File: config.mk
export PLATFORM = sky130hd
export DESIGN_NAME = tss_mod
export DESIGN_NICKNAME = d
export VERILOG_FILES = /design/src/sv/tss_pkg.sv /design/src/sv/tss_mod.sv
export SDC_FILE = /design/constraint.sdc
export NUM_CORES = 1
export LEC_CHECK = 0
export ABC_AREA = 1
export BUFFER_PORTS_ARGS = -buffer_cell sky130_fd_sc_hd__clkbuf_2
export CAP_MARGIN = 10
export CORE_MARGIN = 3
export CORE_UTILIZATION = 25
export CTS_CLUSTER_DIAMETER = 50
export CTS_CLUSTER_SIZE = 25
export DETAILED_ROUTE_END_ITERATION = 16
export HOLD_SLACK_MARGIN = 0.03
export SYNTH_ARGS = -nofsm -noshare
export SYNTH_HDL_FRONTEND = slang
export SYNTH_SLANG_ARGS = --single-unit
File: constraint.sdc
create_clock -name clk_i -period 9.1 [get_ports clk_i]
set_input_delay 0 -clock clk_i [delete_from_list [all_inputs] [get_ports clk_i]]
set_output_delay 0 -clock clk_i [all_outputs]
set_load 0.02 [all_outputs]
File: src/sv/tss_pkg.sv
// ----------------------------------------------------------------------------
// tss_pkg: shared constants of the timer slot scheduler
// Field widths, command, policy and status codes, saturating time add.
// ----------------------------------------------------------------------------
package tss_pkg;

  localparam int TIME_W = 63;
  localparam int ID_W   = 32;
  localparam int IVL_W  = 40;
  localparam int CMD_W  = 2;
  localparam int POL_W  = 2;
  localparam int STS_W  = 2;

  localparam int SLOT_COUNT_DEF = 32;
  localparam int TAG_BITS_DEF   = 16;
  localparam int MAX_RES        = 32;
  localparam int RES_CNT_W      = $clog2(MAX_RES + 1);
  localparam int RES_IDX_W      = $clog2(MAX_RES);

  localparam logic [TIME_W-1:0] TIME_MAX = {TIME_W{1'b1}};

  localparam logic [CMD_W-1:0] CMD_ADD    = 2'd0;
  localparam logic [CMD_W-1:0] CMD_MODIFY = 2'd1;
  localparam logic [CMD_W-1:0] CMD_REMOVE = 2'd2;
  localparam logic [CMD_W-1:0] CMD_RUN    = 2'd3;

  localparam logic [POL_W-1:0] POL_ONCE  = 2'd0;
  localparam logic [POL_W-1:0] POL_FIXED = 2'd1;

  localparam logic [STS_W-1:0] STS_OK        = 2'd0;
  localparam logic [STS_W-1:0] STS_FULL      = 2'd1;
  localparam logic [STS_W-1:0] STS_NOT_FOUND = 2'd2;

  function automatic logic [TIME_W-1:0] sat_add(input logic [TIME_W-1:0] a,
                                                input logic [IVL_W-1:0] b);
    logic [TIME_W:0] s;
    s = {1'b0, a} + {{(TIME_W+1-IVL_W){1'b0}}, b};
    return s[TIME_W] ? TIME_MAX : s[TIME_W-1:0];
  endfunction

endpackage

File: src/sv/tss_mod.sv
// ----------------------------------------------------------------------------
// tss_mod: bit-serial remainder unit
// Restoring division, one dividend bit per cycle, remainder only.
// ----------------------------------------------------------------------------
module tss_mod (
  input  logic                      clk_i,
  input  logic                      rst_ni,
  input  logic                      start_i,
  input  logic [tss_pkg::TIME_W-1:0] dividend_i,
  input  logic [tss_pkg::IVL_W-1:0]  divisor_i,
  output logic                      done_o,
  output logic [tss_pkg::IVL_W-1:0]  rem_o
);
  import tss_pkg::*;

  localparam int CNT_W = $clog2(TIME_W + 1);

  logic [CNT_W-1:0]  cnt_q, cnt_d;
  logic              done_q, done_d;
  logic [TIME_W-1:0] dvd_q, dvd_d;
  logic [IVL_W-1:0]  div_q, div_d;
  logic [IVL_W-1:0]  rem_q, rem_d;
  logic [IVL_W:0]    trial;

  always_comb begin
    cnt_d  = cnt_q;
    done_d = 1'b0;
    dvd_d  = dvd_q;
    div_d  = div_q;
    rem_d  = rem_q;
    trial  = {rem_q, dvd_q[TIME_W-1]};
    if (start_i) begin
      cnt_d = CNT_W'(TIME_W);
      dvd_d = dividend_i;
      div_d = divisor_i;
      rem_d = '0;
    end else if (cnt_q != '0) begin
      if (trial >= {1'b0, div_q}) begin
        rem_d = IVL_W'(trial - {1'b0, div_q});
      end else begin
        rem_d = trial[IVL_W-1:0];
      end
      dvd_d = {dvd_q[TIME_W-2:0], 1'b0};
      cnt_d = cnt_q - 1'b1;
      done_d = (cnt_q == CNT_W'(1));
    end
  end

  always_ff @(posedge clk_i or negedge rst_ni) begin
    if (!rst_ni) begin
      cnt_q  <= '0;
      done_q <= 1'b0;
    end else begin
      cnt_q  <= cnt_d;
      done_q <= done_d;
    end
  end

  always_ff @(posedge clk_i) begin
    dvd_q <= dvd_d;
    div_q <= div_d;
    rem_q <= rem_d;
  end

  assign done_o = done_q;
  assign rem_o  = rem_q;

endmodule

==> results of run 1 <==
## cell families (layout without fill, tap and decap cells)
logic type / count (synthesis) / count (layout) / synth area share, %
AND/OR/NAND/NOR: 800 / 800 / 34.7
buffers and inverters: 256 / 510 / 10.6
flip-flops: 150 / 150 / 42.9
AO/OA/AOI/OAI: 69 / 69 / 3.91
adder cells (fa/ha/maj): 43 / 43 / 5.76
XOR/XNOR: 23 / 23 / 2.13
other: 0 / 2 / 0
## area by class of cell
cell class                      count  area [um^2]
Antenna cell                        2         5.00
Inverter                          222          833
Timing Repair Buffer              256         1820
Clock buffer                       17          425
Multi-Input combinational cell    935         4410
Sequential cell                   150         4070
Tap cell                          504          631
Fill cell                        4067        24600
Clock inverter                     15          144
## per-layer routing
layer	part of all wire (%)	routed length, um	up-vias
met2	46	13000	242
met4	1.5	429	0
met1	46	13000	3919
li1	-	-	4633
met3	6.6	1870	20
met5	0	0	-
## final timing paths
path	slack [ps]	startpoint	to
max reg2reg	5850	rem_o[35]	rem_o[26]
max in group asynchronous	8270	rst_ni	cnt_q[2]
min reg2reg	480	rem_o[21]	rem_o[21]
min	40	start_i	div_q[12]
min in group asynchronous	570	rst_ni	cnt_q[0]
max	5850	rem_o[35]	rem_o[26]
## registers in the layout (all words and copies together), names as in the netlist
name / count
div_q: 40
dvd_q: 63
done_o: 1
rem_o: 40
cnt_q: 6
## power by group through the flow
stage | registers [mW] | clock network (mW) | logic, mW
2_1_floorplan | 0.976 | 0 | 0.853
3_3_place_gp | 0.918 | 0 | 1.24
3_5_place_dp | 0.921 | 0 | 1.24
4_1_cts | 0.907 | 0.718 | 1.29
5_1_grt | 0.920 | 0.746 | 1.45
6_report | 0.906 | 0.697 | 1.27
## cell usage after synthesis, types with 2 or more instances
library cell	number	area (um^2)
sky130_fd_sc_hd__a21oi_1	33	165
sky130_fd_sc_hd__and2_1	5	31.3
sky130_fd_sc_hd__buf_1	6	22.5
sky130_fd_sc_hd__buf_2	10	50.1
sky130_fd_sc_hd__buf_4	4	30.0
sky130_fd_sc_hd__buf_6	2	22.5
sky130_fd_sc_hd__clkbuf_1	12	45.0
sky130_fd_sc_hd__dfrtp_1	7	175
sky130_fd_sc_hd__dfxtp_1	40	801
sky130_fd_sc_hd__edfxtp_1	103	3090
sky130_fd_sc_hd__ha_1	42	526
sky130_fd_sc_hd__inv_1	218	818
sky130_fd_sc_hd__inv_2	3	11.3
sky130_fd_sc_hd__nand2_1	584	2190
sky130_fd_sc_hd__nand2_2	3	18.8
sky130_fd_sc_hd__nand3_1	99	495
sky130_fd_sc_hd__nand3b_1	20	150
sky130_fd_sc_hd__nand4_1	2	12.5
sky130_fd_sc_hd__nor2_1	70	263
sky130_fd_sc_hd__nor2_2	6	37.5
sky130_fd_sc_hd__nor2_4	2	22.5
sky130_fd_sc_hd__nor3_1	3	15.0
sky130_fd_sc_hd__o21a_1	2	15.0
sky130_fd_sc_hd__o21ai_0	25	125
sky130_fd_sc_hd__o21bai_1	3	22.5
sky130_fd_sc_hd__o31ai_1	2	15.0
sky130_fd_sc_hd__xnor2_1	21	184
sky130_fd_sc_hd__xor2_1	2	17.5
## worst max-delay path, delay by kind of cell (launching register included)
kind / cells / cell delay [ps]
AND/OR/NAND/NOR: 6 / 1860
AO/OA/AOI/OAI: 3 / 570
flip-flops: 1 / 420
adder cells (fa/ha/maj): 1 / 310
## metrics by stage
| stage | hold slack (ps) | setup WS [ps] |
|---|---|---|
| after CTS | 38.1 | 5840 |
| final | 41.2 | 5850 |
| after global routing | 46.0 | 5530 |
| after floorplan | -296 | 5730 |
| after global placement | -154 | 5930 |
| after detailed placement | -147 | 5840 |
==> impl_summary.md, run 1 <==
Status
The run finished with clean final reports.

Placed design
Summing all placed instances gives a cell area of 10,700 um^2. The number of port buffers is 146. The final estimated routing congestion in global placement is 0.936.

The number of placed instances, taps included, is 1,962. The HPWL after detailed placement is 20,900 um.

Drt
The routed length per instance is 13.4 um. The average via count per standard cell is 4.20. In the routed design, unresolved DRC markers number 0. The iteration-0 DRC count of the detailed router is 436. The routed wire length is 28,300 um. The post-detailed-route count of antenna-violating nets is 0. Before antenna repair, the detailed router went through 5 iterations. The routed via count is 8,814.

Layout
With fillers left out, the area of the finished cells amounts to 12,300 um^2. The area growth from synthesis to final layout is 30.1%. The library cells used most frequently in the layout, excluding fill and tap cells, are sky130_fd_sc_hd__nand2_1, sky130_fd_sc_hd__inv_1, sky130_fd_sc_hd__clkbuf_2, sky130_fd_sc_hd__dlygate4sd3_1, sky130_fd_sc_hd__edfxtp_1. The finished layout holds 2,101 standard cells, fillers aside. The post-route netlist has 12.6% of its cells at a drive strength greater than 1.

Leaving out fill and tap cells, the most frequent cell in the layout is sky130_fd_sc_hd__nand2_1. Once layout is complete, the utilization of the core stands at 33.4%. For this run, the post-layout net count is 1,731.

Worst setup path
STA classifies the critical path startpoint as a register. Traced cell by cell, the critical path runs through ha_1 > a21oi_1 > o21ai_0 > a21oi_1 > nand2_1 > nor2_4 > nand2_4 > nand2_1 > nand3_1 > nand2_1. For the worst setup path, the data required time is 9490 ps. Data on the critical path arrives at its endpoint at 3650 ps. By startpoint and endpoint, the worst setup path is classified as reg -> reg.

The cell that appears most often on the critical path is sky130_fd_sc_hd__nand2_1. The number of cells on the worst reg-to-reg path is 10. Along the worst path, the maximum fanout reaches 42. On the worst path, the slowest cell contributes a delay of 840 ps. The slowest stage of the critical path is the sky130_fd_sc_hd__nor2_4 cell. The worst setup path is captured at a register.

GRT
In the global route stage, met3 resource usage came out at 4.17%. The global route total overflow is 0. The via count of the first global-routing pass is 8,707. The maximum number of pins on one net before global-route repair is 78. Global routing used 18.3% of the available met1 tracks. The initial antenna violation count is 2. The first global-routing pass estimated 45,900 um of wire. The overall routing resource usage is 14.1%.

The most used routing layer is met2. Global routing consumed, on the met2 layer, 23.2% of the routing resources.

Timing
Measured against its own limit, the worst slew margin works out to 26.4%. The total of endpoints with negative setup slack in the final report is 0. The setup TNS is 0 ps. Setup repair after global routing left no endpoint under its margin. The post-route minimum period is 3250 ps. The largest clock skew in the final design is 16.2 ps.

The count of pins over their slew limit is 0. Timing would allow up to 0.308 GHz. The transition time at the pin with the least slew margin is 1100 ps. The number of hold violations in the final report is 0. The final critical path takes up 35.7% of the cycle.

Yosys
The Yosys step of the flow raised 0 warnings. In the synthesized netlist the async set-or-reset flop fraction comes to 4.67%. The instance count of the mapped netlist is 1,341. Sequential cells were found to cover 42.9% of the synthesized design area. Counting flops with a built-in enable in the synthesized netlist gives 103. Counting every net in the synthesized netlist gives 1,490. The number of register bits inferred by synthesis is 150. After synthesis, the netlist uses 40 different library cells.

A synthesized cell averages 7.07 um^2. The post-synthesis instance area is 9480 um^2. The most used flip-flop cell after synthesis is sky130_fd_sc_hd__edfxtp_1.

Die
The die covers 40,300 um^2. The vertical die dimension is 201 um. The initialized floorplan defines 70 standard-cell rows. The floorplan step set the die width to 201 um. The effective utilization at floorplan is 25.6%. The number of top-level pins is 147. The core area is 37,000 um^2.

Hold path
Counting instances, the worst hold path has a depth of 1. The path category of the worst min-delay check is in -> reg.

Clock tree
The post-CTS setup buffer count is 0. The count of cells resized by post-cts repair is 0. The number of clock buffers added by TritonCTS is 17.

Hold repair after CTS inserted 105 buffers. The level count of the clock H-tree is 4. For the worst-skew pair, the clock arrives at the later sink with an insertion delay of 450 ps. The clock drives 150 sinks. The clock transition at the register clock pins on the worst setup and hold paths after CTS is 70 ps. The clock passes through at most 2 buffers. TritonCTS built the clock tree. In this run the clock root is driven by a sky130_fd_sc_hd__clkbuf_16.

Power
The standby leakage power is 6.39 nW. The power per standard cell area is 233 nW/um^2. The internal power of the cells totals 1.68 mW. The clock network fraction of design power is 24.2%. The switching power as a share of total power is 41.7%. The net switching power is 1.20 mW. The combinational share of power is 44.3%. Sequential cells burn 31.5% of the power. The completed layout was analyzed and its total power is 2.88 mW. The worst-case IR drop observed on VDD is 0.000126 V.

Job
The number of max-cap violations is 0.
Note: power is estimated with default switching activity, not from simulation.
==> run 2, diff against run 1 <==
--- a/config.mk
+++ b/config.mk
@@ -5,7 +5,7 @@
 export SDC_FILE = /design/constraint.sdc
 export NUM_CORES = 1
 export LEC_CHECK = 0
-export ABC_AREA = 1
+export ABC_AREA = 0
 export BUFFER_PORTS_ARGS = -buffer_cell sky130_fd_sc_hd__clkbuf_2
 export CAP_MARGIN = 10
 export CORE_MARGIN = 3
==> constraint.sdc (replaced) <==
create_clock -name clk_i -period 2.85 [get_ports clk_i]
set_input_delay 0 -clock clk_i [delete_from_list [all_inputs] [get_ports clk_i]]
set_output_delay 0 -clock clk_i [all_outputs]
set_load 0.02 [all_outputs]
==> run 2 against run 1 <==
  * The run now ends with setup timing left
  * Maximum frequency rose by 6.6%
  * Clock skew is 2.0 ps higher
  * Largest cell class unchanged
  * Critical endpoint is now rem_o[36]
  * Combinational power grew to 4.6 times the previous value
  * First-iteration DRC count down 22%
  * Critical path type unchanged
  * Flip-flop and latch count unchanged
  * Synthesized cell count shrank 40%
  * Clock power rose to 3.2 times the previous value
  * Sequential power grew to 3.3 times the previous value
  * Largest power group unchanged
  * Highest routed layer is now met5
==> impl_summary.md, run 2 <==
Timing
The number of hold violations in the final report is 0. Derived from the worst setup path, the maximum achievable clock frequency is 0.328 GHz. Setup repair after global routing could not meet its margin everywhere. The setup TNS is -1200 ps. The count of pins over their slew limit is 0. The transition time at the pin with the least slew margin is 825 ps.

The largest clock skew in the final design is 18.2 ps. The worst pin sits at a relative slew slack of 45.0%. In the post-route analysis, the smallest setup slack over all paths is -201 ps.

The post-route minimum period is 3050 ps. Setup violations remaining at the end of the flow were counted as 20. The final cycle utilization of the critical path is 107%.

Die
The number of top-level pins is 147. The area of the die is 36,100 um^2. The vertical die dimension is 190 um. The effective utilization at floorplan is 25.7%.

The placement row count is 66. In this run the standard cell core region covers 32,900 um^2. The die boundary width is 190 um.

Yosys
After synthesis, the cell types taking the most area are sky130_fd_sc_hd__edfxtp_1, sky130_fd_sc_hd__dfxtp_1, sky130_fd_sc_hd__mux2_2. Yosys printed 0 warnings. Yosys mapped the design onto 73 distinct sky130hd cell types. The fraction of the yosys area taken by sequential cells is 48.1%. Summing every instance area after synthesis gives 8460 um^2. The synthesized design devotes to its leading area cell type 36.6% of total area. The most used flip-flop cell after synthesis is sky130_fd_sc_hd__edfxtp_1. The instance count of the mapped netlist is 804.

For this run, asynchronously set or reset flops after synthesis account for 4.67%. The number of register bits inferred by synthesis is 150. The largest area contributor in the netlist is sky130_fd_sc_hd__edfxtp_1. By instance count, the leading cell after synthesis is sky130_fd_sc_hd__edfxtp_1. The number of nets handed over by synthesis was 953.

The mean post-synth cell area is 10.5 um^2. Ranked by instance count, the synthesized netlist is headed by sky130_fd_sc_hd__edfxtp_1, sky130_fd_sc_hd__nand2_1, sky130_fd_sc_hd__a21oi_1. The synthesized design contains 103 enable-type register cells.

Clock tree
The buffer depth of the longest clock path is 2. After clock tree synthesis, the clock-pin slew on the worst setup and hold paths is 70 ps. The tree built by TritonCTS fans out to 150 sinks. The H-tree was split into 4 levels. The clock reaches the later pin of the worst-skew pair after 440 ps. In this run, CTS created clock tree buffers numbering 17. The cell at the root of the clock tree is sky130_fd_sc_hd__clkbuf_16. TritonCTS built the clock tree.

Power
The peak supply drop is 0.000356 V. The power consumption is 11.1 mW. The standby leakage power is 5.22 nW. The power per standard cell area is 906 nW/um^2.

Status
The final reports fail on setup timing. The run finished, with violations left.

GRT
The initial antenna violation count was 3. The first global-routing pass estimated 39,400 um of wire. Global routing used 13.6% of the available tracks across all layers. Entering global routing, the biggest net connects 89 pins. Global routing finished with a remaining overflow of 0. The via count of the first global-routing pass is 7,407.

Drt
For this run, design rule violations remaining after detail routing come to 0. The number of detailed-routing iterations run before antenna repair is 5. The routed wire length is 25,100 um.

After the first detailed-routing iteration, the DRC count stood at 339. The routed length per instance is 15.8 um. The average via count per standard cell is 4.63. The routed via count is 7,346.

The post-detailed-route count of antenna-violating nets is 0.

Worst setup path
The capturing point of the worst reg2reg path is rem_o[36]. STA classifies the critical path startpoint as a register. Data on the critical path is required at its endpoint by 3150 ps. The worst setup path is of the reg -> reg kind.

The register-to-register path setup slack is -200 ps. The slowest stage cell on the critical path is sky130_fd_sc_hd__edfxtp_1. The worst setup path is captured at a register. The depth of the worst register-to-register path is 13. Of all nets on the critical path, the largest fanout is 4. Walking the worst path, the cells encountered are inv_1 > ha_2 > inv_2 > fa_2 > a21o_1 > a221oi_4 > o21ai_2 > a2111oi_4 > o311a_1 > o21ai_4 > or3_1 > nand4_1 > a21oi_1. Data on the critical path arrives at its endpoint at 3350 ps. The critical path's largest stage delay is 390 ps. The worst register-to-register path begins at dvd_q[62].

Hold path
The path category of the worst min-delay check is in -> reg. The worst hold path terminates at div_q[8]. The worst hold path was traced through 2 stages. The startpoint identified for the worst hold timing path is divisor_i[8].

Layout
Cells with a size suffix above 1 make up 34.7% of the layout. Leaving out fill and tap cells, the most frequent cell in the layout is sky130_fd_sc_hd__clkbuf_2. dvd_q holds more flip-flops than any other register. Once layout is complete, the utilization of the core stands at 37.2%. After filler insertion, the fill cell instance count of the layout stands at 3,256. The top cell types in the final layout, fill and taps aside, are sky130_fd_sc_hd__clkbuf_2, sky130_fd_sc_hd__dlygate4sd3_1, sky130_fd_sc_hd__edfxtp_1, sky130_fd_sc_hd__buf_4, sky130_fd_sc_hd__nand2_1.

The total number of nets in the final design is 1,279. The register with the most flip-flops in the layout has 63 of them. The area growth from synthesis to layout is 45.0%.

Placed design
Detailed placement finished with a half-perimeter wire length of 17,200 um. The number of port buffers is 146. The final estimated routing congestion in global placement is 0.855.

Job
The number of max-cap violations is 0.
-- run 2: worst max-delay path, delay by kind of cell, from the launching register on --
family / cells / cell delay [ps]
AO/OA/AOI/OAI: 7 / 1440
adder cells (fa/ha/maj): 2 / 520
AND/OR/NAND/NOR: 2 / 440
flip-flops: 1 / 390
buffers and inverters: 2 / 120
-- run 2: routing by layer --
| metal | GRT usage [%] | up-vias | wire, um |
|---|---|---|---|
| met5 | 0 | - | 21 |
| met4 | 4.12 | 4 | 609 |
| met2 | 22.4 | 217 | 11800 |
| li1 | - | 3628 | - |
| met3 | 3.32 | 42 | 1340 |
| met1 | 17.6 | 3455 | 11300 |
-- run 2: worst max-delay path by stage --
stage | from | to | slack (ps) | depth (start not counted)
2_1_floorplan | dvd_q[62] | rem_o[36] | 30 | 13
3_3_place_gp | dvd_q[62] | rem_o[34] | -200 | 13
3_5_place_dp | dvd_q[62] | rem_o[36] | -270 | 13
4_1_cts | dvd_q[62] | rem_o[36] | -170 | 13
5_1_grt | dvd_q[62] | rem_o[36] | -280 | 13
6_report | dvd_q[62] | rem_o[36] | -200 | 13
-- run 2: logic make-up (layout without fill, tap and decap cells) --
group	count (synthesis)	after routing	share of synthesized area [%]
compound gates	203	203	16.0
xor+xnor	32	32	3.31
fa+ha+maj	43	43	6.45
buf+inv	96	435	4.91
flops	150	150	48.1
mux	71	71	9.32
other cells	0	1	0
simple gates	209	209	11.9
-- run 2: power breakdown --
| group | internal [mW] | switching (mW) |
|---|---|---|
| Sequential | 2.73 | 0.288 |
| Combinational | 2.79 | 3.09 |
| Clock | 1.16 | 1.06 |
-- run 2: stage by stage --
stage	hold WS (ps)	instance area [um^2]	worst slack [ps]	instances
floorplan	-296	8470	30.6	804
global placement	-150	10200	-200	1429
detailed placement	-147	10200	-271	1429
CTS	264	11900	-165	1575
global route	269	12300	-284	1586
finish	280	12300	-201	1586
-- run 2: repair_timing --
item,4_1_cts,5_1_grt
resized for setup,15,48
cloned,0,1
hold buffers,106,0
setup buffers,8,10
endpoints found under the setup margin,16,31
hold endpoints to repair,130,0
pin swaps,20,30
-- run 2: layout make-up --
type                    instances  area, um^2  area share [%]
diodes                          1        2.50          0.0204
clock buffers                  18         429            3.50
clock inverters                14         134            1.09
inverters                      55         206            1.68
multi-input cells             558        4240            34.5
flip-flops and latches        150        4070            33.2
well taps                     442         553            4.51
repair buffers                348        2630            21.5
==> run 3, diff against run 2 <==
--- a/config.mk
+++ b/config.mk
@@ -14,6 +14,8 @@
 export CTS_CLUSTER_SIZE = 25
 export DETAILED_ROUTE_END_ITERATION = 16
 export HOLD_SLACK_MARGIN = 0.03
+export MAX_ROUTING_LAYER = met4
+export RECOVER_POWER = 25
 export SYNTH_ARGS = -nofsm -noshare
 export SYNTH_HDL_FRONTEND = slang
 export SYNTH_SLANG_ARGS = --single-unit
==> run 3 against run 2 <==
  * The flow still finishes with violations (setup timing)
  * Worst hold slack lost 0.51 ps
  * Critical path depth did not move
  * Sequential power about the same
  * Global-route usage is 0.39 points higher
  * Sequential share of layout area increased by 0.53 points
  * Combinational power down 7.3%
  * Setup slack improved by 41 ps
  * Critical path type unchanged
==> impl_summary.md, run 3 (synthesis results as in run 2) <==
Layout
The fraction of layout instances using a drive strength above 1 is 33.0%. The most common cell after layout, fill and taps aside is sky130_fd_sc_hd__clkbuf_2. The final cell area excluding filler cells is 12,100 um^2. Counting the fill cells in the layout gives 3,272. Summing all multi-input logic gate instances after layout gives 4170 um^2. The total area of sequential cells is 4070 um^2. The post-route non-filler standard cell count is 1,581. The largest register by flop count is dvd_q. The register with the most flip-flops in the layout has 63 of them.

Cells fill 36.6% of the core in the end. The library cells used most frequently in the layout, excluding fill and tap cells, are sky130_fd_sc_hd__clkbuf_2, sky130_fd_sc_hd__dlygate4sd3_1, sky130_fd_sc_hd__edfxtp_1, sky130_fd_sc_hd__buf_4, sky130_fd_sc_hd__nand2_1. At the end of the flow, the number of nets in the layout was 1,272. From synthesis to final layout, the design area changed by 42.7%.

Die
Once the floorplan was initialized, standard cells occupied 25.7% of the core. The vertical die dimension is 190 um. The floorplan has 66 rows. The number of top-level pins is 147. The die boundary width is 190 um. The floorplan step defined a die boundary enclosing 36,100 um^2. The core area is 32,900 um^2.

Clock tree
The clock latency of the later-clocked register in the worst-skew pair is 440 ps. Clock tree synthesis inserted a total of 17 buffers. The clock passes through at most 2 buffers. The cell at the root of the clock tree is sky130_fd_sc_hd__clkbuf_16. The H-tree was split into 4 levels. TritonCTS built the clock tree.

After clock tree synthesis, the clock-pin slew on the worst setup and hold paths is 70 ps. The number of sinks handled by clock tree synthesis is 150.

Timing
Setup repair after global routing could not meet its margin everywhere. The routed design could run at a clock period as short as 3010 ps. The tightest hold margin is 280 ps. The transition time at the pin with the least slew margin is 833 ps. The count of pins over their slew limit is 0. The minimum setup slack in the final design is -160 ps. For this run, the top clock speed supported by timing is 0.332 GHz. The final cycle utilization of the critical path is 106%.

The total of endpoints with negative setup slack in the final report is 11. The worst slew slack as a fraction of its limit is 44.5%. The number of hold violations in the final report is 0. The setup TNS is -815 ps. Between clock sinks in the finished design, the worst skew comes to 17.4 ps.

Placed design
The placed cell count is 1,429. The HPWL after detailed placement is 17,200 um. Input and output buffers added on the ports amount to 146. At the end of routability-driven placement, the weighted congestion stood at 0.869. The post-placement worst setup slack is -271 ps.

The placed instances occupy a cell area of 10,200 um^2.

Worst setup path
The worst setup path is launched from a register. STA classifies the critical path endpoint as a register. The worst register-to-register path has a setup slack of -160 ps. In this run the critical register-to-register path is captured at rem_o[36].

The critical path required time is 3150 ps. For the worst setup path, the data arrival time is 3310 ps. The worst flop-to-flop path startpoint is dvd_q[62].

The path type of the worst setup path is reg -> reg. The worst register-to-register path has a depth of 13. The maximum net fanout on the critical path is 4.

Drt
The routed wire length is 24,600 um. The routed length per instance is 15.6 um. The post-detailed-route count of antenna-violating nets is 0. The final route contains 7,312 vias. In the routed layout, each cell is associated on average with a via count of 4.62. In this run, the number of DRC markers left after iteration 0 of detailed routing was 399. The number of detailed-routing iterations run before antenna repair is 7. After detailed routing, the number of remaining DRC violations is 0.

Power
The completed layout was analyzed and its total power is 10.7 mW. The standby leakage power is 5.15 nW. Power spread over the standard cell area amounts to 885 nW/um^2. The peak supply drop is 0.000353 V.

Hold path
The worst hold path endpoint is div_q[8]. The hold path startpoint is divisor_i[8]. The path category of the worst min-delay check is in -> reg. Counting instances, the worst hold path has a depth of 2.

GRT
The maximum number of pins on one net before global-route repair is 89. The overall routing resource usage is 14.0%. The initial antenna violation count is 3. The via count of the first global-routing pass was 7,413. The wire length of the first global-routing pass is 39,300 um. After global routing the overflow that remains totals 0.

Status
The checks that failed: setup timing. The run finished, with violations left.

Job
The number of max-cap violations is 0.
[run 3: area by class of cell]
class / count / share of cell area [%]
inverters: 55 / 1.71
diodes: 3 / 0.0622
clock inverters: 14 / 1.11
flip-flops and latches: 150 / 33.7
repair buffers: 341 / 20.7
clock buffers: 18 / 3.56
well taps: 442 / 4.58
multi-input cells: 558 / 34.5
[run 3: power breakdown]
group	internal, mW	switching [mW]
combinational	2.52	2.93
sequential	2.73	0.280
clock	1.16	1.06
[run 3: per-layer routing]
metal	wire, um	part of all wire, %	global-route usage, %	vias to the layer above
met5	0	0	-	-
met4	463	1.9	3.98	0
met3	1190	4.8	3.10	25
met2	11800	48	22.5	222
met1	11200	45	17.8	3451
li1	-	-	-	3614
[run 3: what timing repair did]
item,in CTS,in global routing
pin swaps,20,17
gates cloned,0,0
setup endpoints to repair,16,32
hold endpoints to repair,130,0
resized for setup,15,23
hold buffers,106,0
setup buffers,8,4
[run 3: worst max path at each step]
stage / start / endpoint / slack (ps) / cells past startpoint
2_1_floorplan: dvd_q[62] / rem_o[36] / 30 / 13
3_3_place_gp: dvd_q[62] / rem_o[34] / -200 / 13
3_5_place_dp: dvd_q[62] / rem_o[36] / -270 / 13
4_1_cts: dvd_q[62] / rem_o[36] / -170 / 13
5_1_grt: dvd_q[62] / rem_o[36] / -250 / 13
6_report: dvd_q[62] / rem_o[36] / -160 / 13
[run 3: critical path: stages (launching register included)]
cell	delay, ps
sky130_fd_sc_hd__edfxtp_1	390
sky130_fd_sc_hd__inv_1	80
sky130_fd_sc_hd__ha_2	180
sky130_fd_sc_hd__inv_2	40
sky130_fd_sc_hd__fa_2	340
sky130_fd_sc_hd__a21o_1	200
sky130_fd_sc_hd__a221oi_4	320
sky130_fd_sc_hd__o21ai_2	130
sky130_fd_sc_hd__a2111oi_4	330
sky130_fd_sc_hd__o311a_1	260
sky130_fd_sc_hd__o21ai_4	90
sky130_fd_sc_hd__or3_1	360
sky130_fd_sc_hd__nand4_1	80
sky130_fd_sc_hd__a21oi_1	70
